===== config.mk =====
export PLATFORM = sky130hd
export DESIGN_NAME = template_tag_splitter_core
export DESIGN_NICKNAME = d
export VERILOG_FILES = /design/src/design/tts_pkg.sv /design/src/design/tts_ram.sv /design/src/design/template_tag_splitter_core.sv
export SDC_FILE = /design/constraint.sdc
export NUM_CORES = 1
export LEC_CHECK = 0
export BUFFER_PORTS_ARGS = -buffer_cell sky130_fd_sc_hd__clkbuf_2
export CAP_MARGIN = 30
export CORE_UTILIZATION = 40
export DETAILED_ROUTE_END_ITERATION = 12
export MAX_ROUTING_LAYER = met4
export RECOVER_POWER = 100
export SLEW_MARGIN = 25
export SYNTH_ARGS = -nofsm -noshare
export SYNTH_HDL_FRONTEND = slang
export SYNTH_HIERARCHICAL = 1
export SYNTH_SLANG_ARGS = --single-unit

===== constraint.sdc =====
create_clock -name clk -period 13.7 [get_ports clk]
set_input_delay 2.74 -clock clk [delete_from_list [all_inputs] [get_ports clk]]
set_output_delay 2.74 -clock clk [all_outputs]
set_load 0.02 [all_outputs]

===== src/design/tts_pkg.sv =====
// Shared types, constants and helpers of the template tag splitter.
package tts_pkg;

  // Sizing of the piece store and of the length counters
  localparam int MAX_OPEN_PIECES = 16;
  localparam int LENGTH_BITS     = 32;
  localparam int ADDR_W          = (MAX_OPEN_PIECES > 1) ? $clog2(MAX_OPEN_PIECES) : 1;
  localparam int CNT_W           = $clog2(MAX_OPEN_PIECES + 1);
  localparam int LIMIT_W         = 31;
  localparam int CMP_W           = (LENGTH_BITS > LIMIT_W) ? LENGTH_BITS : LIMIT_W;

  localparam logic [LIMIT_W-1:0] TAG_LIMIT_RESET = 31'd2147483646;

  // Delimiter bytes
  localparam logic [7:0] OPEN_BRACE  = 8'h7B;
  localparam logic [7:0] CLOSE_BRACE = 8'h7D;

  // Record kinds carried in tuser
  typedef enum logic [1:0] {
    KIND_TEXT = 2'd0,
    KIND_TAG  = 2'd1,
    KIND_SUM  = 2'd2,
    KIND_ERR  = 2'd3
  } kind_t;

  // Add a small increment and stick at the all-ones value
  function automatic logic [LENGTH_BITS-1:0] sat_add(input logic [LENGTH_BITS-1:0] x,
                                                     input logic [1:0] inc);
    logic [LENGTH_BITS:0] s;
    s = {1'b0, x} + {{(LENGTH_BITS - 1){1'b0}}, inc};
    return s[LENGTH_BITS] ? {LENGTH_BITS{1'b1}} : s[LENGTH_BITS-1:0];
  endfunction

endpackage


===== src/design/tts_ram.sv =====
// Generic single-port-write, single-port-read RAM with registered read data.
module tts_ram #(
  parameter int WIDTH = 32,
  parameter int DEPTH = 16,
  parameter int AW    = (DEPTH > 1) ? $clog2(DEPTH) : 1
) (
  input  logic             clk,
  input  logic             we,
  input  logic [AW-1:0]    waddr,
  input  logic [WIDTH-1:0] wdata,
  input  logic             re,
  input  logic [AW-1:0]    raddr,
  output logic [WIDTH-1:0] rdata
);

  logic [WIDTH-1:0] mem [DEPTH];

  // Write port
  always_ff @(posedge clk) begin
    if (we) begin
      mem[waddr] <= wdata;
    end
  end

  // Registered read, held while not enabled
  always_ff @(posedge clk) begin
    if (re) begin
      rdata <= mem[raddr];
    end
  end

endmodule


===== src/design/template_tag_splitter_core.sv =====
// Top level of the template tag splitter: byte scanner, piece store and end-of-file flush.
//
// Template bytes enter one per transaction on the s_ group; s_tlast marks the last byte of a
// file. Text runs and tag contents leave as length records on the m_ group (kind in m_tuser),
// the double-brace delimiters being dropped; m_tlast marks the last record caused by one byte.
// A byte that is not the last one is taken whenever the output register is free, so plain
// scanning runs at one byte per cycle while the output is not stalled. The last byte of a
// file starts a flush that walks the piece store of an unclosed tag: for each stored piece a
// registered memory read, then the record; then a step that finds the store exhausted, one for
// the tail piece or pending text and one for the summary, before the next byte is taken.
// Downstream stalls can hold any of the record steps. After an error record, bytes are dropped
// until the last byte of the file, which clears the state without a summary and without a flush.
module template_tag_splitter_core
  import tts_pkg::*;
(
  input  logic                 clk,
  input  logic                 rst,
  // configuration: tag_length_limit
  input  logic                 cfg_wr_en,
  input  logic [LIMIT_W-1:0]   cfg_wr_data,
  // input stream
  input  logic                 s_tvalid,
  output logic                 s_tready,
  input  logic [7:0]           s_tdata,   // [7:0] byte_value
  input  logic                 s_tlast,   // end_of_file
  // output stream
  output logic                 m_tvalid,
  input  logic                 m_tready,
  output logic [95:0]          m_tdata,   // [31:0] segment_length, [63:32] segment_total,
                                          // [95:64] content_bytes
  output logic [1:0]           m_tuser,   // [1:0] record_kind
  output logic                 m_tlast    // last_of_run
);

  typedef enum logic [4:0] {
    ST_IDLE = 5'b00001,
    ST_RD   = 5'b00010,
    ST_WAIT = 5'b00100,
    ST_TAIL = 5'b01000,
    ST_SUM  = 5'b10000
  } state_t;

  state_t state, state_next;

  logic [LIMIT_W-1:0]     tag_length_limit;
  logic                   inside_tag, inside_tag_next;
  logic                   brace_pending, brace_pending_next;
  logic                   inner_open_pending, inner_open_pending_next;
  logic                   failed, failed_next;
  logic [LENGTH_BITS-1:0] run_length, run_length_next;
  logic [LENGTH_BITS-1:0] piece_length, piece_length_next;
  logic [CNT_W-1:0]       piece_count, piece_count_next;
  logic [CNT_W-1:0]       idx, idx_next;
  logic [31:0]            segment_counter, segment_counter_next;
  logic [31:0]            byte_sum, byte_sum_next;

  logic                   out_free;
  logic                   accept;
  logic                   is_open, is_close;
  logic [LENGTH_BITS-1:0] run_dec, piece_dec;
  logic [LENGTH_BITS-1:0] tail_len;

  logic                   rec_load;
  kind_t                  rec_kind;
  logic [LENGTH_BITS-1:0] rec_len;
  logic [31:0]            rec_tot, rec_bytes;
  logic                   rec_last;
  logic                   do_clear;

  logic                   ram_we, ram_re;
  logic [ADDR_W-1:0]      ram_waddr, ram_raddr;
  logic [LENGTH_BITS-1:0] ram_wdata, ram_rdata;

  assign out_free  = !m_tvalid || m_tready;
  assign s_tready  = (state == ST_IDLE) && out_free;
  assign accept    = s_tvalid && s_tready;
  assign is_open   = (s_tdata == OPEN_BRACE);
  assign is_close  = (s_tdata == CLOSE_BRACE);
  assign run_dec   = run_length - LENGTH_BITS'(1);
  assign piece_dec = piece_length - LENGTH_BITS'(1);
  assign tail_len  = inside_tag ? piece_length
                                : sat_add(run_length, {1'b0, brace_pending});

  // Piece store of an unclosed tag
  tts_ram #(
    .WIDTH (LENGTH_BITS),
    .DEPTH (MAX_OPEN_PIECES)
  ) u_piece_store (
    .clk   (clk),
    .we    (ram_we),
    .waddr (ram_waddr),
    .wdata (ram_wdata),
    .re    (ram_re),
    .raddr (ram_raddr),
    .rdata (ram_rdata)
  );

  assign ram_waddr = piece_count[ADDR_W-1:0];
  assign ram_wdata = piece_dec;
  assign ram_raddr = idx[ADDR_W-1:0];

  // Scan one byte, walk the store at end of file, and build the next record
  always_comb begin
    state_next              = state;
    inside_tag_next         = inside_tag;
    brace_pending_next      = brace_pending;
    inner_open_pending_next = inner_open_pending;
    failed_next             = failed;
    run_length_next         = run_length;
    piece_length_next       = piece_length;
    piece_count_next        = piece_count;
    idx_next                = idx;
    segment_counter_next    = segment_counter;
    byte_sum_next           = byte_sum;
    rec_load                = 1'b0;
    rec_kind                = KIND_TEXT;
    rec_len                 = '0;
    rec_tot                 = '0;
    rec_bytes               = '0;
    rec_last                = 1'b0;
    do_clear                = 1'b0;
    ram_we                  = 1'b0;
    ram_re                  = 1'b0;

    case (state)
      ST_IDLE: begin
        if (accept) begin
          idx_next = '0;
          if (!failed) begin
            if (!inside_tag) begin
              // text scanning
              if (is_open) begin
                if (brace_pending) begin
                  if (run_length != '0) begin
                    rec_load = 1'b1;
                    rec_kind = KIND_TEXT;
                    rec_len  = run_length;
                  end
                  inside_tag_next         = 1'b1;
                  run_length_next         = '0;
                  piece_length_next       = '0;
                  piece_count_next        = '0;
                  brace_pending_next      = 1'b0;
                  inner_open_pending_next = 1'b0;
                end else begin
                  brace_pending_next = 1'b1;
                end
              end else begin
                run_length_next    = sat_add(run_length, brace_pending ? 2'd2 : 2'd1);
                brace_pending_next = 1'b0;
              end
            end else if (is_close && brace_pending) begin
              // tag close
              rec_load = 1'b1;
              if (CMP_W'(run_dec) > CMP_W'(tag_length_limit)) begin
                rec_kind    = KIND_ERR;
                failed_next = 1'b1;
              end else begin
                rec_kind                = KIND_TAG;
                rec_len                 = run_dec;
                inside_tag_next         = 1'b0;
                brace_pending_next      = 1'b0;
                inner_open_pending_next = 1'b0;
                run_length_next         = '0;
                piece_length_next       = '0;
                piece_count_next        = '0;
              end
            end else if (is_open && inner_open_pending) begin
              // further opening inside a tag: close the current piece
              if ((piece_dec != '0) && (piece_count >= CNT_W'(MAX_OPEN_PIECES))) begin
                rec_load    = 1'b1;
                rec_kind    = KIND_ERR;
                failed_next = 1'b1;
              end else begin
                if (piece_dec != '0) begin
                  ram_we           = 1'b1;
                  piece_count_next = piece_count + CNT_W'(1);
                end
                piece_length_next       = '0;
                inner_open_pending_next = 1'b0;
                brace_pending_next      = 1'b0;
                run_length_next         = sat_add(run_length, 2'd1);
              end
            end else begin
              run_length_next         = sat_add(run_length, 2'd1);
              piece_length_next       = sat_add(piece_length, 2'd1);
              brace_pending_next      = is_close;
              inner_open_pending_next = is_open;
            end
          end
          // end of file: flush unless an error stands
          if (s_tlast) begin
            if (failed_next) begin
              rec_last = 1'b1;
              do_clear = 1'b1;
            end else begin
              state_next = ST_RD;
            end
          end else begin
            rec_last = 1'b1;
          end
        end
      end
      ST_RD: begin
        if (idx < piece_count) begin
          ram_re     = 1'b1;
          state_next = ST_WAIT;
        end else begin
          state_next = ST_TAIL;
        end
      end
      ST_WAIT: begin
        if (out_free) begin
          rec_load   = 1'b1;
          rec_kind   = KIND_TEXT;
          rec_len    = ram_rdata;
          idx_next   = idx + CNT_W'(1);
          state_next = ST_RD;
        end
      end
      ST_TAIL: begin
        if (tail_len == '0) begin
          state_next = ST_SUM;
        end else if (out_free) begin
          rec_load   = 1'b1;
          rec_kind   = KIND_TEXT;
          rec_len    = tail_len;
          state_next = ST_SUM;
        end
      end
      ST_SUM: begin
        if (out_free) begin
          rec_load   = 1'b1;
          rec_kind   = KIND_SUM;
          rec_tot    = segment_counter;
          rec_bytes  = byte_sum;
          rec_last   = 1'b1;
          do_clear   = 1'b1;
          state_next = ST_IDLE;
        end
      end
      default: begin
        state_next = ST_IDLE;
      end
    endcase

    // count emitted segments
    if (rec_load && ((rec_kind == KIND_TEXT) || (rec_kind == KIND_TAG))) begin
      segment_counter_next = segment_counter + 32'd1;
      byte_sum_next        = byte_sum + 32'(rec_len);
    end

    // clear per-file state
    if (do_clear) begin
      inside_tag_next         = 1'b0;
      brace_pending_next      = 1'b0;
      inner_open_pending_next = 1'b0;
      run_length_next         = '0;
      piece_length_next       = '0;
      piece_count_next        = '0;
      segment_counter_next    = '0;
      byte_sum_next           = '0;
      failed_next             = 1'b0;
    end
  end

  // Control and counter registers
  always_ff @(posedge clk) begin
    if (rst) begin
      state              <= ST_IDLE;
      inside_tag         <= 1'b0;
      brace_pending      <= 1'b0;
      inner_open_pending <= 1'b0;
      failed             <= 1'b0;
      run_length         <= '0;
      piece_length       <= '0;
      piece_count        <= '0;
      idx                <= '0;
      segment_counter    <= '0;
      byte_sum           <= '0;
    end else begin
      state              <= state_next;
      inside_tag         <= inside_tag_next;
      brace_pending      <= brace_pending_next;
      inner_open_pending <= inner_open_pending_next;
      failed             <= failed_next;
      run_length         <= run_length_next;
      piece_length       <= piece_length_next;
      piece_count        <= piece_count_next;
      idx                <= idx_next;
      segment_counter    <= segment_counter_next;
      byte_sum           <= byte_sum_next;
    end
  end

  // Configuration register
  always_ff @(posedge clk) begin
    if (rst) begin
      tag_length_limit <= TAG_LIMIT_RESET;
    end else if (cfg_wr_en) begin
      tag_length_limit <= cfg_wr_data;
    end
  end

  // Output register: load a record, drop valid once taken
  always_ff @(posedge clk) begin
    if (rst) begin
      m_tvalid <= 1'b0;
    end else if (rec_load) begin
      m_tvalid <= 1'b1;
    end else if (m_tready) begin
      m_tvalid <= 1'b0;
    end
  end

  always_ff @(posedge clk) begin
    if (rec_load) begin
      m_tdata <= {rec_bytes, rec_tot, 32'(rec_len)};
      m_tuser <= rec_kind;
      m_tlast <= rec_last;
    end
  end

  // Checks
  a_count_bound: assert property (@(posedge clk) disable iff (rst)
    piece_count <= CNT_W'(MAX_OPEN_PIECES))
    else $error("piece count beyond store depth");

  a_sum_last: assert property (@(posedge clk) disable iff (rst)
    (m_tvalid && (m_tuser == KIND_SUM)) |-> m_tlast)
    else $error("summary record not marked last");

  a_wait_in_range: assert property (@(posedge clk) disable iff (rst)
    (state == ST_WAIT) |-> (idx < piece_count))
    else $error("flush read beyond stored pieces");

  a_eof_flush_or_clear: assert property (@(posedge clk) disable iff (rst)
    (s_tvalid && s_tready && s_tlast) |=>
      ((state == ST_RD) ||
       ((state == ST_IDLE) && !failed && (segment_counter == 32'd0))))
    else $error("last byte neither flushed nor cleared");

endmodule


* Word level (Yosys, flattened, before mapping)
Memory sizes are Yosys's and may differ from the RTL's. A register that Yosys moved wholly into a read port is not among the register bits.
Index checks and enable logic that the tools add are counted.
** Storage, ports and cells
- Register bits after elaboration :: 278
- Memories kept :: 1
- Logic and storage cells :: 194
- Output and inout port bits :: 101
- RAM bits :: 512
- Input port bits :: 45
** Memories
- u_piece_store.mem :: depth 16, width 32, rd ports 1, clocked after Yosys merged registers in 1, wr ports 1, line tts_ram.sv:16 : logic [WIDTH-1:0] mem [DEPTH];
** Operators by class
- Bitwise operators :: 1
- Equal/unequal tests :: 20
- Add/sub/neg operators :: 10
- Muxes and demuxes :: 114
- $lt $le $gt $ge :: 3
- Reductions and logical operators :: 28
** Operators by type and width (count)
- 2-to-1 mux 32 bit :: 28
- one-hot mux 32 bit (3 select lines) :: 1
- 2-to-1 mux 5 bit :: 17
- adder 32 x 1 -> 33 bit, second input constant :: 2
- nonzero test 32 bit :: 2
- subtractor 32 x 1 -> 32 bit, second input constant :: 2
- 2-to-1 mux 1 bit :: 52
- adder 32 x 1 -> 33 bit :: 1
- adder 32 x 2 -> 33 bit :: 1
- adder 32 x 1 -> 32 bit, second input constant :: 1
- adder 32 bit :: 1
- greater-than comparator 32 x 31 -> 1 bit :: 1
- zero test 32 bit :: 1
- one-hot mux 5 bit (5 select lines) :: 1
- 2-to-1 mux 2 bit :: 9
- equality test 8 x 7 -> 1 bit, second input constant :: 2
- inequality test 3 bit, second input constant :: 4
- AND reduction 6 bit :: 2
- adder 5 x 1 -> 5 bit, second input constant :: 2
- inequality test 2 bit, second input constant :: 5
- one-hot mux 5 bit (2 select lines) :: 1
- AND reduction 9 bit :: 1
- nonzero test 2 bit :: 4
- AND reduction 7 bit :: 1
- other kinds (23) :: 34

* Depth between registers and ports, before layout
- Depth in word-level cells :: 15
- Depth in mapped cells :: 33

* Modules after synthesis
The synthesis kept the hierarchy.
** Modules (own cells, without submodules)
- tts_ram :: times used 1, cells an instance 838, sequential area each 16335.7 um^2, area each 20155.6 um^2
- template_tag_splitter_core :: times used 1, cells an instance 2315, sequential area each 6556.3 um^2, area each 18700.4 um^2

* Worst setup path after synthesis
Ideal clock, no wire load.
- Path type :: input to register
- Start :: in m_tready
- End :: mem u_piece_store.mem[0][0] (enable)
- Data arrival time :: 7.210 ns
- Library setup time :: 0.461 ns
- Buffers on the path :: 4
- Stages on the path :: 11
- Path slack :: 6.029 ns
- Path through :: nor2b_1 buf_1 nor2_1 and2_1 clkbuf_1 nand2b_1 clkbuf_1 clkbuf_1 nor3_1 or3b_2 nor3_1
** Between the ends
- Longest elaborated chain between the ends :: 7
** Ends and longest elaborated chain
- start, declared :: line template_tag_splitter_core.sv:28 : input logic m_tready,
- logical OR 1 bit :: line template_tag_splitter_core.sv:74 : assign out_free = !m_tvalid || m_tready;
- logical AND 1 bit :: line template_tag_splitter_core.sv:75 : assign s_tready = (state == ST_IDLE) && out_free;
- via s_tready :: line template_tag_splitter_core.sv:23 : output logic s_tready,
- logical AND 1 bit :: line template_tag_splitter_core.sv:76 : assign accept = s_tvalid && s_tready;
- 2-to-1 mux 1 bit :: line template_tag_splitter_core.sv:127 : if (accept) begin
- 2-to-1 mux 1 bit :: line template_tag_splitter_core.sv:125 : case (state)
- via ram_we :: line template_tag_splitter_core.sv:70 : logic ram_we, ram_re;
- 2-to-1 mux 1 bit :: line tts_ram.sv:20 : if (we) begin
- 2-to-1 mux 1 bit (not written as such) :: line tts_ram.sv:21 : mem[waddr] <= wdata;
- end, declared :: line tts_ram.sv:16
The timed path passes the listed nets, and every way through them passes these cells.

* Worst setup path in the final report
- Start :: in s_tdata[5]
- End :: reg segment_counter[29]
** Between the ends
- Longest elaborated chain between the ends :: 13
** Ends and longest elaborated chain
- start, declared :: line template_tag_splitter_core.sv:24 : input logic [7:0] s_tdata,
- equality test 8 x 7 -> 1 bit :: line template_tag_splitter_core.sv:77 : assign is_open = (s_tdata == OPEN_BRACE);
- logical AND 1 bit :: line template_tag_splitter_core.sv:168 : end else if (is_open && inner_open_pending) begin
- 2-to-1 mux 1 bit :: line template_tag_splitter_core.sv:168
- 2-to-1 mux 1 bit :: line template_tag_splitter_core.sv:152 : end else if (is_close && brace_pending) begin
- 2-to-1 mux 1 bit :: line template_tag_splitter_core.sv:130 : if (!inside_tag) begin
- 2-to-1 mux 1 bit :: line template_tag_splitter_core.sv:129 : if (!failed) begin
- 2-to-1 mux 1 bit :: line template_tag_splitter_core.sv:127
- 2-to-1 mux 1 bit :: line template_tag_splitter_core.sv:125
- 2-to-1 mux 1 bit :: line template_tag_splitter_core.sv:193 : if (failed_next) begin
- 2-to-1 mux 1 bit :: line template_tag_splitter_core.sv:192 : if (s_tlast) begin
- 2-to-1 mux 1 bit :: line template_tag_splitter_core.sv:127
- one-hot mux 1 bit (2 select lines) :: line template_tag_splitter_core.sv:125
- OR reduction 2 bit (no line)
- end signal, assigned :: line template_tag_splitter_core.sv:291 : segment_counter <= segment_counter_next;
- end, declared :: line template_tag_splitter_core.sv:54 : logic [31:0] segment_counter, segment_counter_next;
Several ways; a longest one is shown, not always the timed one. The select of a mux whose other input is x is not followed.
A chain may end at the register's enable or synchronous reset.

==> results.ini <==
[worst_setup_path]
worst_setup_path_end_kind = flop
startpoint_type = input port
setup.worst_path.class = in2reg
timing.critical_path.required_ns = 14.22
ff2ff_setup_slack_ns = 4.20
critical_path.max_fanout = 51
cp_data_arrival_time_ns = 10.08

[detailed_routing]
final_antenna_net_count = 0
routed-via-count = 26700
drcViolationCount = 0
detail_route.iter0.violations = 2402
first_pass_iteration_count_of_the_detailed_router = 6
drt-total-wl_mm = 106
vias_per_cell = 5.85
route.detailed.wl_per_inst_microns = 23.3

[clocking]
tritoncts = built
htreeDepth = 3
clock_pin_slew_reported_for_the_worst_setup_and_hold_paths_after_clock_tree_synthesis_ns = 0.06
worstSkewPairLatency_ns = 0.68
cts_root_buf = sky130_fd_sc_hd__clkbuf_16
cts-buffers-inserted = 86
post_cts_setup_repair_buffer_count = 0
tritoncts_num_sinks = 822
post_cts.resized_instances = 0
hold_buffers = 0
clock_path_buffers = 3

[synth]
synth_simple_gate_area_frac = 0.129
synthDistinctLibCells = 79
synth_most_common_cell = sky130_fd_sc_hd__edfxtp_1
synth_fa_ha_area_frac = 0.0261
synth_top_area_frac = 0.497
synth_top_family_by_area = simple AND/OR/NAND/NOR gates
ys.flop_type = sky130_fd_sc_hd__edfxtp_1
ys_top_cells_by_area = sky130_fd_sc_hd__edfxtp_1 50%, sky130_fd_sc_hd__dfxtp_1 9.2%, sky130_fd_sc_hd__mux4_2 7.4%
post-synth-top-area-cell = sky130_fd_sc_hd__edfxtp_1
edff_count_synth = 643
synth_async_sr_flop_share = 0
mapped_nets = 3278
synthXorXnorAreaFrac = 0.0300
muxShareOfSynthArea = 0.0771
synth-seq-cells = 822
synth_top_cells_by_count = 643 x sky130_fd_sc_hd__edfxtp_1, 272 x sky130_fd_sc_hd__nand2_1, 197 x sky130_fd_sc_hd__nor2_1
netlist_instances = 3153
syn_area_per_cell_sq_um = 12.3
synth-compound-area-share = 0.117
register_area_share_after_synthesis = 0.589
ys.warnings.count = 6
mappedNetlistArea_sq_um = 38900

[flow_run]
max-cap-violations = 30

[placed_design]
dpl_wire_length_mm = 68.5
placement.io_buffers = 145
routabilityCongestion = 0.927
dp.cells = 4414
place_area_sq_um = 41100

[sta]
fin_setup_tns_ns = 0
fin_skew_ns = 0.0613
fmaxAchievable_mhz = 105
hold_violations = 0
setup_repair_after_global_routing_missed_its_margin = no
post-route-period-util = 0.698
max_slew.worst_pin.slew_ns = 3.58
final-setup-viol-count = 0
slew_violations = 1158
timing.hold.ws_ns = 0.471
min_clock_period_post_route_ns = 9.56
relSlewSlack = -1.39

[floorplanning]
std_cell_rows = 113
pin_count = 146
initial_utilization = 0.407
core_area_sq_um = 95600
die-width_microns = 314
design.die.area_sq_um = 98400
die_height_microns = 314

[global_route]
global_route_wire_length_before_repair_mm = 162
grt_antenna_before_repair = 0
grt_usage = 0.222
grt_start_max_net_pins = 66
via_count_of_the_first_global_routing_pass = 25900
grt-ovfl-total = 0

[run_status]
failing_checks = max-capacitance violations, max-slew violations
run_status = finished with violations

[cells_and_area]
synthToLayoutAreaGrowth_pct = 12.1
antenna_cells = 0
layout-drive-gt1-share = 0.118
number_of_nets_in_the_final_layout = 3366
layout.cells.non_filler = 4572
fin_area_sq_um = 43600

[min_path]
worstHoldPathType = reg2reg

[pwr]
power.static_leakage_nw = 13.3
power_density_nw_per_um2 = 131
peak_ir_drop_on_the_vdd_network_v = 0.0000948
total_power_mw = 5.73

## cells in the final DEF, fill, tap and decap left out, types with 92 or more instances in the layout
cell type / instances
sky130_fd_sc_hd__a21oi_1: 185
sky130_fd_sc_hd__a22oi_1: 112
sky130_fd_sc_hd__clkbuf_1: 159
sky130_fd_sc_hd__dfxtp_1: 177
sky130_fd_sc_hd__edfxtp_1: 643
sky130_fd_sc_hd__inv_1: 92
sky130_fd_sc_hd__mux4_2: 128
sky130_fd_sc_hd__nand2_1: 272
sky130_fd_sc_hd__nand3_1: 93
sky130_fd_sc_hd__nor2_1: 182
sky130_fd_sc_hd__o21ai_0: 120
## critical path, cell delays in order
cell and delay [ns]:
sky130_fd_sc_hd__clkbuf_2 0.07, sky130_fd_sc_hd__nand4_1 0.09, sky130_fd_sc_hd__nor3b_1 0.57, sky130_fd_sc_hd__and3b_1 0.56, sky130_fd_sc_hd__nand2_1 0.16, sky130_fd_sc_hd__o31ai_1 0.59, sky130_fd_sc_hd__o211a_1 0.41, sky130_fd_sc_hd__or2_0 2.57
sky130_fd_sc_hd__clkbuf_1 1.91, sky130_fd_sc_hd__or4_1 0.29, sky130_fd_sc_hd__nand2_1 0.06
## area by class of cell
| class | count | area, sq um |
|---|---|---|
| clock buffers | 113 | 2390 |
| clock inverters | 41 | 553 |
| fillers | 8700 | 52000 |
| inverters | 92 | 345 |
| multi-input cells | 2027 | 14800 |
| flip-flops and latches | 822 | 22900 |
| well taps | 1265 | 1580 |
| repair buffers | 212 | 970 |
## path summary, 6_finish.rpt
| check | from | to | depth (start not counted) |
|---|---|---|---|
| setup / recovery | s_tdata[5] | segment_counter[29]$_SDFFE_PP0P_ | 11 |
| hold / removal | byte_sum[19]$_SDFFE_PP0P_ | byte_sum[19]$_SDFFE_PP0P_ | 2 |
| setup reg to reg | piece_length[0]$_SDFFE_PP0P_ | segment_counter[29]$_SDFFE_PP0P_ | 15 |
| hold reg to reg | byte_sum[19]$_SDFFE_PP0P_ | byte_sum[19]$_SDFFE_PP0P_ | 2 |
## kinds of logic after synthesis
family / count (synthesis)
muxes: 139
buffers and inverters: 304
AOI/OAI and AO/OA: 682
and+or+nand+nor: 993
DFF: 822
xor gates and xnor gates: 133
adders and majority gates: 80
## state kept, by name, summed over array words and instances (netlist names), 2 cells and up
name	flops
byte_sum	32
m_tuser	2
piece_count	5
state	5
run_length	32
u_piece_store/rdata	32
idx	5
m_tdata	96
segment_counter	32
piece_length	32
u_piece_store/mem	512
tag_length_limit	31
## report_power, final
part / internal [mW] / switching, mW / total, mW
Sequential: 2.68 / 0.0665 / 2.75
Clock: 1.39 / 1.01 / 2.40
Combinational: 0.226 / 0.356 / 0.581
## metrics by stage
step,utilization,setup slack [ns]
6_report,0.456,4.14
5_1_grt,0.456,3.36
4_1_cts,0.460,5.22
3_5_place_dp,0.430,5.20
3_3_place_gp,0.428,5.32
2_1_floorplan,-,6.03
## layer usage
| metal | GRT usage | vias up | routed length, microns |
|---|---|---|---|
| li1 | - | 12300 | - |
| met1 | 0.299 | 13300 | 46300 |
| met2 | 0.356 | 990 | 51200 |
| met3 | 0.0247 | 157 | 6510 |
| met4 | 0.0601 | 0 | 2430 |
| met5 | - | - | 0 |
Note: power is estimated with default switching activity, not from simulation.
